### src/smzd_pkg.sv
`timescale 1ns / 1ps
// ---------------------------------------------------------------------------
// smzd_pkg
// shared widths, datapath opcodes and the controller command word
// ---------------------------------------------------------------------------
package smzd_pkg;

    localparam int SAMPLE_W    = 32;
    localparam int DIST_W      = 32;
    localparam int CFG_W       = 7;
    localparam int MAX_LEN_DEF = 64;
    localparam int SQRT_W      = 64;
    localparam int SQRT_STEPS  = 32;
    localparam int FRAC_W      = 16;

    localparam logic [CFG_W-1:0] CFG_RESET = 7'd2;

    typedef enum logic [4:0] {
        OP_IDLE,
        OP_CLR,
        OP_SUM,
        OP_MEAN_LD,
        OP_MEAN_SET,
        OP_VAR_LD,
        OP_Z_LD,
        OP_DIV,
        OP_SQRT_LD_VAR,
        OP_SQRT_LD_DIST,
        OP_SQRT,
        OP_DEN_SET,
        OP_DIFF_SRC,
        OP_DIFF_Z,
        OP_MUL,
        OP_ACC_VAR,
        OP_ACC_DIST,
        OP_Z_SET,
        OP_MIN,
        OP_RESULT
    } dp_op_t;

    typedef struct packed {
        dp_op_t op;
        logic   src_ring;
        logic   sh_we;
        logic   sh_wsel_z;
        logic   ring_we;
    } dp_cmd_t;

endpackage

### src/smzd_ctrl.sv
`timescale 1ns / 1ps
// ---------------------------------------------------------------------------
// smzd_ctrl
// sequencer for load, z-normalization, distance and result handshake
// ---------------------------------------------------------------------------
module smzd_ctrl
    import smzd_pkg::*;
#(
    parameter int MAX_LEN = MAX_LEN_DEF
) (
    input  logic                         clk,
    input  logic                         rst_n,
    input  logic [$clog2(MAX_LEN+1)-1:0] len,
    input  logic                         item_valid,
    output logic                         item_ready,
    input  logic                         item_op,
    input  logic                         item_last,
    output logic                         out_valid,
    input  logic                         out_ready,
    output dp_cmd_t                      cmd,
    output logic [$clog2(MAX_LEN)-1:0]   sh_waddr,
    output logic [$clog2(MAX_LEN)-1:0]   sh_raddr,
    output logic [$clog2(MAX_LEN)-1:0]   ring_waddr,
    output logic [$clog2(MAX_LEN)-1:0]   ring_raddr
);

    localparam int LEN_W = $clog2(MAX_LEN + 1);
    localparam int AW    = $clog2(MAX_LEN);
    localparam int ACC_W = SQRT_W + LEN_W;
    localparam int CNT_W = $clog2(ACC_W + 1);

    typedef enum logic [4:0] {
        ST_IDLE, ST_SUM_RD, ST_SUM_ADD, ST_MEAN_LD, ST_MEAN_DIV, ST_MEAN_SET,
        ST_VAR_RD, ST_VAR_DIFF, ST_VAR_MUL, ST_VAR_ACC, ST_VAR_LD, ST_VAR_DIV,
        ST_VAR_SQ_LD, ST_VAR_SQ, ST_DEN, ST_Z_RD, ST_Z_DIFF, ST_Z_LD, ST_Z_DIV,
        ST_Z_SET, ST_Z_WR, ST_D_DIFF, ST_D_MUL, ST_D_ACC, ST_D_SQ_LD, ST_D_SQ,
        ST_MIN, ST_OUT
    } state_t;

    state_t           state_reg, state_next;
    logic [LEN_W-1:0] idx_reg, idx_next;
    logic [LEN_W-1:0] sfill_reg, sfill_next;
    logic [LEN_W-1:0] wfill_reg, wfill_next;
    logic [AW-1:0]    wp_reg, wp_next;
    logic [AW-1:0]    rp_reg, rp_next;
    logic [AW-1:0]    base_reg, base_next;
    logic [CNT_W-1:0] cnt_reg, cnt_next;
    logic             ring_job_reg, ring_job_next;
    logic             last_pend_reg, last_pend_next;
    logic             out_valid_reg, out_valid_next;

    logic [AW-1:0]    wp_inc;
    logic [AW-1:0]    rp_inc;
    logic [LEN_W-1:0] wfill_inc;
    logic [LEN_W:0]   base_calc;
    logic             elem_last;
    logic             div_done;
    logic             sqrt_done;

    always_comb
    begin
        wp_inc    = (wp_reg == AW'(MAX_LEN - 1)) ? '0 : wp_reg + AW'(1);
        rp_inc    = (rp_reg == AW'(MAX_LEN - 1)) ? '0 : rp_reg + AW'(1);
        wfill_inc = (wfill_reg < LEN_W'(MAX_LEN)) ? wfill_reg + LEN_W'(1) : wfill_reg;
        if ((LEN_W + 1)'(wp_inc) >= (LEN_W + 1)'(len))
        begin
            base_calc = (LEN_W + 1)'(wp_inc) - (LEN_W + 1)'(len);
        end
        else
        begin
            base_calc = (LEN_W + 1)'(wp_inc) + (LEN_W + 1)'(MAX_LEN) - (LEN_W + 1)'(len);
        end
        elem_last = (idx_reg + LEN_W'(1)) == len;
        div_done  = cnt_reg == CNT_W'(ACC_W - 1);
        sqrt_done = cnt_reg == CNT_W'(SQRT_STEPS - 1);
    end

    always_comb
    begin
        state_next     = state_reg;
        idx_next       = idx_reg;
        sfill_next     = sfill_reg;
        wfill_next     = wfill_reg;
        wp_next        = wp_reg;
        rp_next        = rp_reg;
        base_next      = base_reg;
        cnt_next       = cnt_reg;
        ring_job_next  = ring_job_reg;
        last_pend_next = last_pend_reg;
        out_valid_next = out_valid_reg && !out_ready;
        cmd            = '{op: OP_IDLE, src_ring: ring_job_reg, default: 1'b0};
        item_ready     = state_reg == ST_IDLE;
        sh_waddr       = (state_reg == ST_IDLE) ? sfill_reg[AW-1:0] : idx_reg[AW-1:0];
        sh_raddr       = idx_reg[AW-1:0];
        ring_waddr     = wp_reg;
        ring_raddr     = rp_reg;

        unique case (state_reg)
            ST_IDLE:
            begin
                cmd.op = OP_CLR;
                if (item_valid)
                begin
                    idx_next = '0;
                    if (!item_op)
                    begin
                        if (sfill_reg < LEN_W'(MAX_LEN))
                        begin
                            cmd.sh_we  = 1'b1;
                            sfill_next = sfill_reg + LEN_W'(1);
                        end
                        if (item_last)
                        begin
                            sfill_next    = '0;
                            ring_job_next = 1'b0;
                            state_next    = ST_SUM_RD;
                        end
                    end
                    else
                    begin
                        cmd.ring_we    = 1'b1;
                        wp_next        = wp_inc;
                        wfill_next     = wfill_inc;
                        last_pend_next = item_last;
                        if (wfill_inc >= len)
                        begin
                            base_next     = base_calc[AW-1:0];
                            rp_next       = base_calc[AW-1:0];
                            ring_job_next = 1'b1;
                            state_next    = ST_SUM_RD;
                        end
                        else if (item_last)
                        begin
                            state_next = ST_OUT;
                        end
                    end
                end
            end
            ST_SUM_RD:
                state_next = ST_SUM_ADD;
            ST_SUM_ADD:
            begin
                cmd.op = OP_SUM;
                if (elem_last)
                begin
                    idx_next   = '0;
                    rp_next    = base_reg;
                    state_next = ST_MEAN_LD;
                end
                else
                begin
                    idx_next   = idx_reg + LEN_W'(1);
                    rp_next    = rp_inc;
                    state_next = ST_SUM_RD;
                end
            end
            ST_MEAN_LD:
            begin
                cmd.op     = OP_MEAN_LD;
                cnt_next   = '0;
                state_next = ST_MEAN_DIV;
            end
            ST_MEAN_DIV:
            begin
                cmd.op   = OP_DIV;
                cnt_next = cnt_reg + CNT_W'(1);
                if (div_done)
                begin
                    state_next = ST_MEAN_SET;
                end
            end
            ST_MEAN_SET:
            begin
                cmd.op     = OP_MEAN_SET;
                state_next = ST_VAR_RD;
            end
            ST_VAR_RD:
                state_next = ST_VAR_DIFF;
            ST_VAR_DIFF:
            begin
                cmd.op     = OP_DIFF_SRC;
                state_next = ST_VAR_MUL;
            end
            ST_VAR_MUL:
            begin
                cmd.op     = OP_MUL;
                state_next = ST_VAR_ACC;
            end
            ST_VAR_ACC:
            begin
                cmd.op = OP_ACC_VAR;
                if (elem_last)
                begin
                    idx_next   = '0;
                    rp_next    = base_reg;
                    state_next = ST_VAR_LD;
                end
                else
                begin
                    idx_next   = idx_reg + LEN_W'(1);
                    rp_next    = rp_inc;
                    state_next = ST_VAR_RD;
                end
            end
            ST_VAR_LD:
            begin
                cmd.op     = OP_VAR_LD;
                cnt_next   = '0;
                state_next = ST_VAR_DIV;
            end
            ST_VAR_DIV:
            begin
                cmd.op   = OP_DIV;
                cnt_next = cnt_reg + CNT_W'(1);
                if (div_done)
                begin
                    state_next = ST_VAR_SQ_LD;
                end
            end
            ST_VAR_SQ_LD:
            begin
                cmd.op     = OP_SQRT_LD_VAR;
                cnt_next   = '0;
                state_next = ST_VAR_SQ;
            end
            ST_VAR_SQ:
            begin
                cmd.op   = OP_SQRT;
                cnt_next = cnt_reg + CNT_W'(1);
                if (sqrt_done)
                begin
                    state_next = ST_DEN;
                end
            end
            ST_DEN:
            begin
                cmd.op     = OP_DEN_SET;
                state_next = ST_Z_RD;
            end
            ST_Z_RD:
                state_next = ST_Z_DIFF;
            ST_Z_DIFF:
            begin
                cmd.op     = OP_DIFF_SRC;
                state_next = ST_Z_LD;
            end
            ST_Z_LD:
            begin
                cmd.op     = OP_Z_LD;
                cnt_next   = '0;
                state_next = ST_Z_DIV;
            end
            ST_Z_DIV:
            begin
                cmd.op   = OP_DIV;
                cnt_next = cnt_reg + CNT_W'(1);
                if (div_done)
                begin
                    state_next = ST_Z_SET;
                end
            end
            ST_Z_SET:
            begin
                cmd.op     = OP_Z_SET;
                state_next = ring_job_reg ? ST_D_DIFF : ST_Z_WR;
            end
            ST_Z_WR:
            begin
                cmd.sh_we     = 1'b1;
                cmd.sh_wsel_z = 1'b1;
                if (elem_last)
                begin
                    idx_next   = '0;
                    state_next = ST_IDLE;
                end
                else
                begin
                    idx_next   = idx_reg + LEN_W'(1);
                    state_next = ST_Z_RD;
                end
            end
            ST_D_DIFF:
            begin
                cmd.op     = OP_DIFF_Z;
                state_next = ST_D_MUL;
            end
            ST_D_MUL:
            begin
                cmd.op     = OP_MUL;
                state_next = ST_D_ACC;
            end
            ST_D_ACC:
            begin
                cmd.op = OP_ACC_DIST;
                if (elem_last)
                begin
                    idx_next   = '0;
                    state_next = ST_D_SQ_LD;
                end
                else
                begin
                    idx_next   = idx_reg + LEN_W'(1);
                    rp_next    = rp_inc;
                    state_next = ST_Z_RD;
                end
            end
            ST_D_SQ_LD:
            begin
                cmd.op     = OP_SQRT_LD_DIST;
                cnt_next   = '0;
                state_next = ST_D_SQ;
            end
            ST_D_SQ:
            begin
                cmd.op   = OP_SQRT;
                cnt_next = cnt_reg + CNT_W'(1);
                if (sqrt_done)
                begin
                    state_next = ST_MIN;
                end
            end
            ST_MIN:
            begin
                cmd.op     = OP_MIN;
                state_next = last_pend_reg ? ST_OUT : ST_IDLE;
            end
            ST_OUT:
            begin
                if (!out_valid_reg || out_ready)
                begin
                    cmd.op         = OP_RESULT;
                    out_valid_next = 1'b1;
                    wfill_next     = '0;
                    state_next     = ST_IDLE;
                end
            end
            default:
                state_next = ST_IDLE;
        endcase
    end

    always_ff @(posedge clk or negedge rst_n)
    begin
        if (!rst_n)
        begin
            state_reg     <= ST_IDLE;
            idx_reg       <= '0;
            sfill_reg     <= '0;
            wfill_reg     <= '0;
            wp_reg        <= '0;
            rp_reg        <= '0;
            base_reg      <= '0;
            cnt_reg       <= '0;
            ring_job_reg  <= 1'b0;
            last_pend_reg <= 1'b0;
            out_valid_reg <= 1'b0;
        end
        else
        begin
            state_reg     <= state_next;
            idx_reg       <= idx_next;
            sfill_reg     <= sfill_next;
            wfill_reg     <= wfill_next;
            wp_reg        <= wp_next;
            rp_reg        <= rp_next;
            base_reg      <= base_next;
            cnt_reg       <= cnt_next;
            ring_job_reg  <= ring_job_next;
            last_pend_reg <= last_pend_next;
            out_valid_reg <= out_valid_next;
        end
    end

    assign out_valid = out_valid_reg;

endmodule

### config.mk
export PLATFORM = sky130hd
export DESIGN_NAME = smzd_ctrl
export DESIGN_NICKNAME = d
export VERILOG_FILES = /design/src/smzd_pkg.sv /design/src/smzd_ctrl.sv
export SDC_FILE = /design/constraint.sdc
export NUM_CORES = 1
export LEC_CHECK = 0
export BUFFER_PORTS_ARGS = -buffer_cell sky130_fd_sc_hd__buf_2
export CAP_MARGIN = 25
export CORE_MARGIN = 1
export CORE_UTILIZATION = 64
export CTS_CLUSTER_DIAMETER = 150
export CTS_CLUSTER_SIZE = 28
export DETAILED_ROUTE_END_ITERATION = 10
export GPL_ROUTABILITY_DRIVEN = 1
export PLACE_DENSITY = 0.84
export SYNTH_ARGS = -nofsm -noshare
export SYNTH_HDL_FRONTEND = slang
export SYNTH_SLANG_ARGS = --single-unit
### constraint.sdc
create_clock -name clk -period 7.23 [get_ports clk]
set_clock_uncertainty 0.15 [all_clocks]
set_input_delay 0.3615 -clock clk [delete_from_list [all_inputs] [get_ports clk]]
set_output_delay 0.3615 -clock clk [all_outputs]
set_load 0.01 [all_outputs]
==> metrics, run 1 <==
failing checks=design-rule violations; unrepaired setup endpoints after global routing=no; Clock Pin Slew Worst Setup and Hold Paths=0.09 ns; Area growth syn-to-layout=5.51%; Slew @ Worst Pin=0.937 ns; Die Area=7110 µm²; crit path DAT=2.68 ns; relative slew slack=37.6%; Synth Area in Adders=5.94%; Synth area leaders=dfrtp_1 31%, nand2_1 6.1%, o21ai_0 5.5%; dominant synthesized flop cell=dfrtp_1; CTS Buf Count=5; Placer Congestion=0.942; # diodes=0; FP Rows=29; Power, Total=1.51 mW; setup bufs post-CTS=0; worst setup margin=4.04 ns; Unique masters post-synth=72; PostCTS Resize Cnt=0; Final Hold Fails=0; DR vias/cell=6.44; Syn Area/Cell=8.26 µm²; antenna viol nets, final=0; crit-path max FO=33; largest family of logic cells by synthesized area=compound AO/OA/AOI/OAI gates; Max-Cap Viols=0; clk buf depth=2; Core Region=6460 µm²; boundary pin count=48; final worst path period share=44.1%; Post-Place Setup Slack=3.95 ns; port buffer count=47; simple-gate share of the synthesized area=22.3%; # placed instances=618; largest net degree at the start of global routing=55; finished layout cell area=4580 µm²; post-synthesis mux area share=3.38%; synthesis-stage register bit count=54; Pwr Density=331 nW/µm²; Clk Latency, worst-skew pair=0.31 ns; Mapped Area=4340 µm²; share of the synthesized area in the top cell type=31.2%; Final setup viols=0; via count=4034; overall die height=84.3 µm; CTS HTree Levels=2; Non-Filler Instances=626; post-synth top area cell=dfrtp_1; WL/cell=16.8 µm; post-synthesis sequential area ratio=31.2%; Post-CTS Hold Buffers=0; Hold WC Path Type=in -> async; first-pass GRT wire length=17.9 mm; Post-synth EDFFs=0; Compound-Gate Fraction of Synth Area=24.3%; Mapped Cells=525; fmax=314 MHz; Tmin final=3.19 ns; post-layout net count=582; share of layout cells above drive strength 1=14.8%; syn_nets=558; critical path required time=6.72 ns; CTS tree=built; critical path startpoint category=flip-flop; Yosys warnings=0; Crit. End Element=output pin; crit path launch=state_reg[1]$_DFFE_PN0P_; Detail Placement HPWL=7.82 mm; final wirelength=10.5 mm; setup TNS=0 ns; final core occ=70.8%; global route overflow=0; TritonCTS Sinks=54; die width=84.3 µm; vias in the first global route=3686; Reg-to-Reg Start=state_reg[4]$_DFFE_PN0P_; GR Util All Layers=30.8%; Root Buffer=clkbuf_8; Crit Path Category=reg -> out; first drt pass iteration count=9; maximum vdd drop=0.000295 V; antenna violations before repair=0; static leakage=2.13 nW; DRT iter0 DRCs=341; DR DRC count=8; Initial Utilization=67.1%; XOR/XNOR share of the synthesized area=6.75%; Post-DP Area=4490 µm²; Post-synth ARST share=100%; Hold WS=0.0100 ns; status=finished, violations left; max-slew violations=0
[path summary, 6_finish.rpt]
| path | to | slack (ns) | depth (start not counted) |
|---|---|---|---|
| worst max-delay path | cmd[0] | 4.04 | 4 |
| worst min-delay path | ring_waddr[3]$_DFFE_PN0P_ | 0.01 | 2 |
| worst max register to register | ring_raddr[5]$_DFFE_PN0P_ | 4.05 | 6 |
| worst min register to register | base_reg[5]$_DFFE_PN0P_ | 0.36 | 1 |
| max in group asynchronous | sfill_reg[3]$_DFFE_PN0P_ | 6.45 | 2 |
| min in group clk | sfill_reg[0]$_DFFE_PN0P_ | 0.27 | 3 |
[final cells by class]
| cell class | instances | area, µm² |
|---|---|---|
| Multi-Input combinational cell | 418 | 2720 |
| Fill cell | 508 | 1880 |
| Sequential cell | 54 | 1350 |
| Timing Repair Buffer | 50 | 255 |
| Tap cell | 77 | 96.3 |
| Inverter | 20 | 75.1 |
| Clock buffer | 6 | 72.6 |
| Clock inverter | 1 | 7.51 |
[worst max-delay path: stages, from the launching register on]
cell     delay, ns
dfrtp_1       0.73
nor3_1        0.38
nand4_1       0.66
inv_1         0.40
buf_2         0.19
[cell families after synthesis]
family / after synthesis
simple gates: 192
compound gates: 162
flops: 54
buf+inv: 53
xor+xnor: 31
fa+ha+maj: 20
mux: 13
[power breakdown]
| part | switching [mW] | internal [mW] |
|---|---|---|
| sequential | 0.184 | 0.378 |
| combinational | 0.436 | 0.353 |
| clock | 0.0965 | 0.0667 |
| total | 0.717 | 0.798 |
[cell usage after synthesis, drive strengths merged, types with 3 or more instances]
library cell	n
and3b	6
a32o	3
or2	6
inv	19
o21ai	50
mux2i	3
and2	3
a21o	7
ha	19
a221oi	3
nor2	46
nor2b	6
and3	5
o21a	7
o2111a	3
xnor2	18
dfrtp	54
nand4	5
or3	3
buf	17
a22o	4
nor4	4
a211oi	3
nor3b	3
a31oi	16
mux2	10
clkbuf	16
nor3	11
xor2	12
a2bb2oi	3
nand2	70
nand3	15
o31ai	7
a21oi	32
nand2b	4
a22oi	4
[per-layer routing]
| layer | track usage (%) | routed length, µm | up-vias |
|---|---|---|---|
| li1 | - | - | 1946 |
| met1 | 42.2 | 4690 | 1912 |
| met2 | 51.0 | 5010 | 151 |
| met3 | 3.24 | 552 | 25 |
| met4 | 11.1 | 233 | 0 |
| met5 | 0 | 0 | - |
[placed cells by master (no fill, tap or decap), types with 3 or more instances in the layout]
cell type  synthesis  routed
nand3_1           14      14
o31ai_1            7       7
clkbuf_8           0       5
a211oi_1           3       3
and2_1             3       3
and3b_1            6       6
and3_1             5       5
mux2i_1            3       3
o21ai_0           48      48
xnor2_1           17      17
a2bb2oi_1          3       3
mux2_2             8       8
dfrtp_1           54      54
xor2_1            12      12
nor2b_1            6       6
o21a_1             7       7
a31oi_1           16      16
nor3_1            11      11
a21oi_1           32      32
a32o_1             3       3
o2111a_1           3       3
nand2b_1           4       4
ha_1              19      19
a22oi_1            4       4
a22o_1             4       4
or2_2              5       5
a21o_1             7       7
nand2_1           70      70
inv_1             19      19
nor2_1            46      46
nand4_1            4       4
buf_2              3      48
nor3b_1            3       3
Power figures use the tool's default switching activity.
==> inputs of run 2 (changes only) <==
--- a/config.mk
+++ b/config.mk
@@ -5,15 +5,16 @@
 export SDC_FILE = /design/constraint.sdc
 export NUM_CORES = 1
 export LEC_CHECK = 0
+export ABC_AREA = 1
 export BUFFER_PORTS_ARGS = -buffer_cell sky130_fd_sc_hd__buf_2
 export CAP_MARGIN = 25
 export CORE_MARGIN = 1
-export CORE_UTILIZATION = 64
+export CORE_UTILIZATION = 54
 export CTS_CLUSTER_DIAMETER = 150
 export CTS_CLUSTER_SIZE = 28
 export DETAILED_ROUTE_END_ITERATION = 10
 export GPL_ROUTABILITY_DRIVEN = 1
-export PLACE_DENSITY = 0.84
+export PLACE_DENSITY = 0.75
 export SYNTH_ARGS = -nofsm -noshare
 export SYNTH_HDL_FRONTEND = slang
 export SYNTH_SLANG_ARGS = --single-unit
==> constraint.sdc (replaced) <==
create_clock -name clk -period 2.6 [get_ports clk]
set_clock_uncertainty 0.15 [all_clocks]
set_input_delay 0.13 -clock clk [delete_from_list [all_inputs] [get_ports clk]]
set_output_delay 0.13 -clock clk [all_outputs]
set_load 0.01 [all_outputs]
==> metrics, run 2 <==
die width=90.3 µm (+7.1%); Synth area leaders=dfrtp_1 32%, nand2_1 12%, inv_1 7.6%; crit-path max FO=7 (-79%); Tmin final=2.59 ns; Clk Latency, worst-skew pair=0.32 ns (about the same); GR Util All Layers=28.6% (-2.2 points); post-synthesis sequential area ratio=32.1% (+0.93 points); unrepaired setup endpoints after global routing=yes; Clock Pin Slew Worst Setup and Hold Paths=0.10 ns (about the same); static leakage=2.67 nW (+25%); Crit Path Category=reg -> reg; DR DRC count=0 (-8); Post-synth ARST share=100% (unchanged); first drt pass iteration count=5 (-4); Post-synth EDFFs=0 (unchanged); antenna viol nets, final=0 (unchanged); Hold WC Path Type=in -> reg; status=finished, final reports clean; cell with the most instances after synthesis=nand2_1; CTS Buf Count=5 (unchanged); post-synth top area cell=dfrtp_1; setup TNS=0 ns (unchanged); Die Area=8160 µm² (+15%); syn_nets=640 (+15%); dominant synthesized flop cell=dfrtp_1; overall die height=90.3 µm (+7.1%); DR vias/cell=5.68 (-12%); commonest non-fill, non-tap cell in the layout=nand2_1; DRT iter0 DRCs=354 (+3.8%); CTS HTree Levels=2 (unchanged); worst setup margin=0.00509 ns (-4.04 ns); synth cell count leaders=136 x nand2_1, 85 x inv_1, 68 x nor2_1; largest net degree at the start of global routing=36 (-35%); Root Buffer=clkbuf_8; Crit. End Element=flip-flop; Detail Placement HPWL=8.72 mm (+12%); critical path required time=2.70 ns (-4.02 ns); global route overflow=0 (unchanged); final worst path period share=99.8%; antenna violations before repair=0 (unchanged); Slew @ Worst Pin=0.827 ns (-0.109 ns); Unique masters post-synth=47 (-35%); Max-Cap Viols=0 (unchanged); Final setup viols=0 (unchanged); port buffer count=47 (unchanged); WL/cell=15.4 µm (-8.3%); final wirelength=11.9 mm (+13%); max-slew violations=0 (unchanged); Hold WS=0.0621 ns (+0.0520 ns); Core Region=7410 µm² (+15%); Post-Place Setup Slack=-0.0591 ns (-4.01 ns); Placer Congestion=1.01 (+6.8%); first-pass GRT wire length=18.7 mm (+4.9%); relative slew slack=44.9% (+7.3 points); via count=4384 (+8.7%); post-layout net count=705 (+21%); crit path DAT=2.70 ns (+0.02 ns); critical path startpoint category=flip-flop; Mapped Area=4210 µm² (-2.9%); share of layout cells above drive strength 1=24.1% (+9.3 points); Syn Area/Cell=6.94 µm² (-16%); Final Hold Fails=0 (unchanged); most frequent cells in the layout=126 x nand2_1, 80 x inv_1, 60 x nor2_1; # diodes=0 (unchanged); Mapped Cells=607 (+16%); final core occ=67.9% (-3.0 points); synthesis-stage register bit count=54 (unchanged); Area growth syn-to-layout=19.4%; share of the synthesized area in the top cell type=32.1% (+0.93 points); fmax=385 MHz; Power, Total=1.58 mW (+4.6%); Yosys warnings=0 (unchanged); TritonCTS Sinks=54 (unchanged); Initial Utilization=56.8% (-10 points); vias in the first global route=4000 (+8.5%); CTS tree=built; clk buf depth=2 (unchanged); FP Rows=31 (+6.9%); Pwr Density=315 nW/µm² (-4.9%); maximum vdd drop=0.000208 V (-29%); boundary pin count=48 (unchanged)
run 2: where the power goes:
part           total, mW  switching (mW)  internal [mW]
combinational      0.198           0.123         0.0756
sequential         0.851         0.00527          0.845
clock              0.534           0.290          0.245
total               1.58           0.418           1.17
run 2: cells by family after synthesis:
kind of cell / share of synthesized area [%]
AOI/OAI and AO/OA: 13.0
xor gates and xnor gates: 3.54
adders and majority gates: 6.12
buffers and inverters: 10.7
DFF: 32.1
muxes: 0.267
and+or+nand+nor: 34.4
run 2: path summary, 6_finish.rpt:
kind | from | endpoint | slack [ns] | cells past startpoint
worst max-delay path | wfill_reg[6]$_DFFE_PN0P_ | ring_raddr[4]$_DFFE_PN0P_ | 0.005 | 18
worst min-delay path | len[0] | base_reg[0]$_DFFE_PN0P_ | 0.06 | 3
worst min register to register | base_reg[5]$_DFFE_PN0P_ | base_reg[5]$_DFFE_PN0P_ | 0.35 | 2
max in group asynchronous | rst_n | wfill_reg[3]$_DFFE_PN0P_ | 1.34 | 3
min in group asynchronous | rst_n | sfill_reg[3]$_DFFE_PN0P_ | 0.28 | 2
worst max register to register | wfill_reg[6]$_DFFE_PN0P_ | ring_raddr[4]$_DFFE_PN0P_ | 0.005 | 18
run 2: final cells by class:
type                    count  area (µm²)
flip-flops and latches     54        1350
clock inverters             1        8.76
repair buffers             71         430
clock buffers               7        96.3
fillers                   626        2380
inverters                  95         367
multi-input cells         445        2650
well taps                  99         124
run 2: stage by stage:
step / area [µm²] / cells
CTS: 4770 / 768
global route: 5030 / 772
detailed placement: 4600 / 756
global placement: 4600 / 756
finish: 5030 / 772
floorplan: 4210 / 607
run 2: repair_timing:
item	CTS	global route
buffers inserted	1	4
pin swaps	1	33
hold buffers	3	0
cloned	0	0
resized for setup	5	63
hold endpoints to repair	36	0
endpoints found under the setup margin	11	19
run 2: critical path: stages, from the launching register on:
cell and delay (ns):
dfrtp_1 0.40, inv_2 0.08, nand2_4 0.05, nor3_4 0.18, nand2_1 0.08, nor2_1 0.14, xor2_1 0.18, inv_1 0.11
ha_4 0.29, nand2_4 0.05, inv_2 0.05, nand4_1 0.13, nand3_4 0.15, nand2_4 0.08, nand2_4 0.10, nand2_8 0.08
inv_8 0.08, nor2_2 0.04, a21oi_1 0.11
run 2: layer usage:
metal	up-vias	routed length, µm	global-route usage [%]
met5	-	0	0
met2	188	5420	44.3
met4	0	252	8.33
met3	21	781	5.13
met1	2063	5420	40.9
li1	2112	-	-
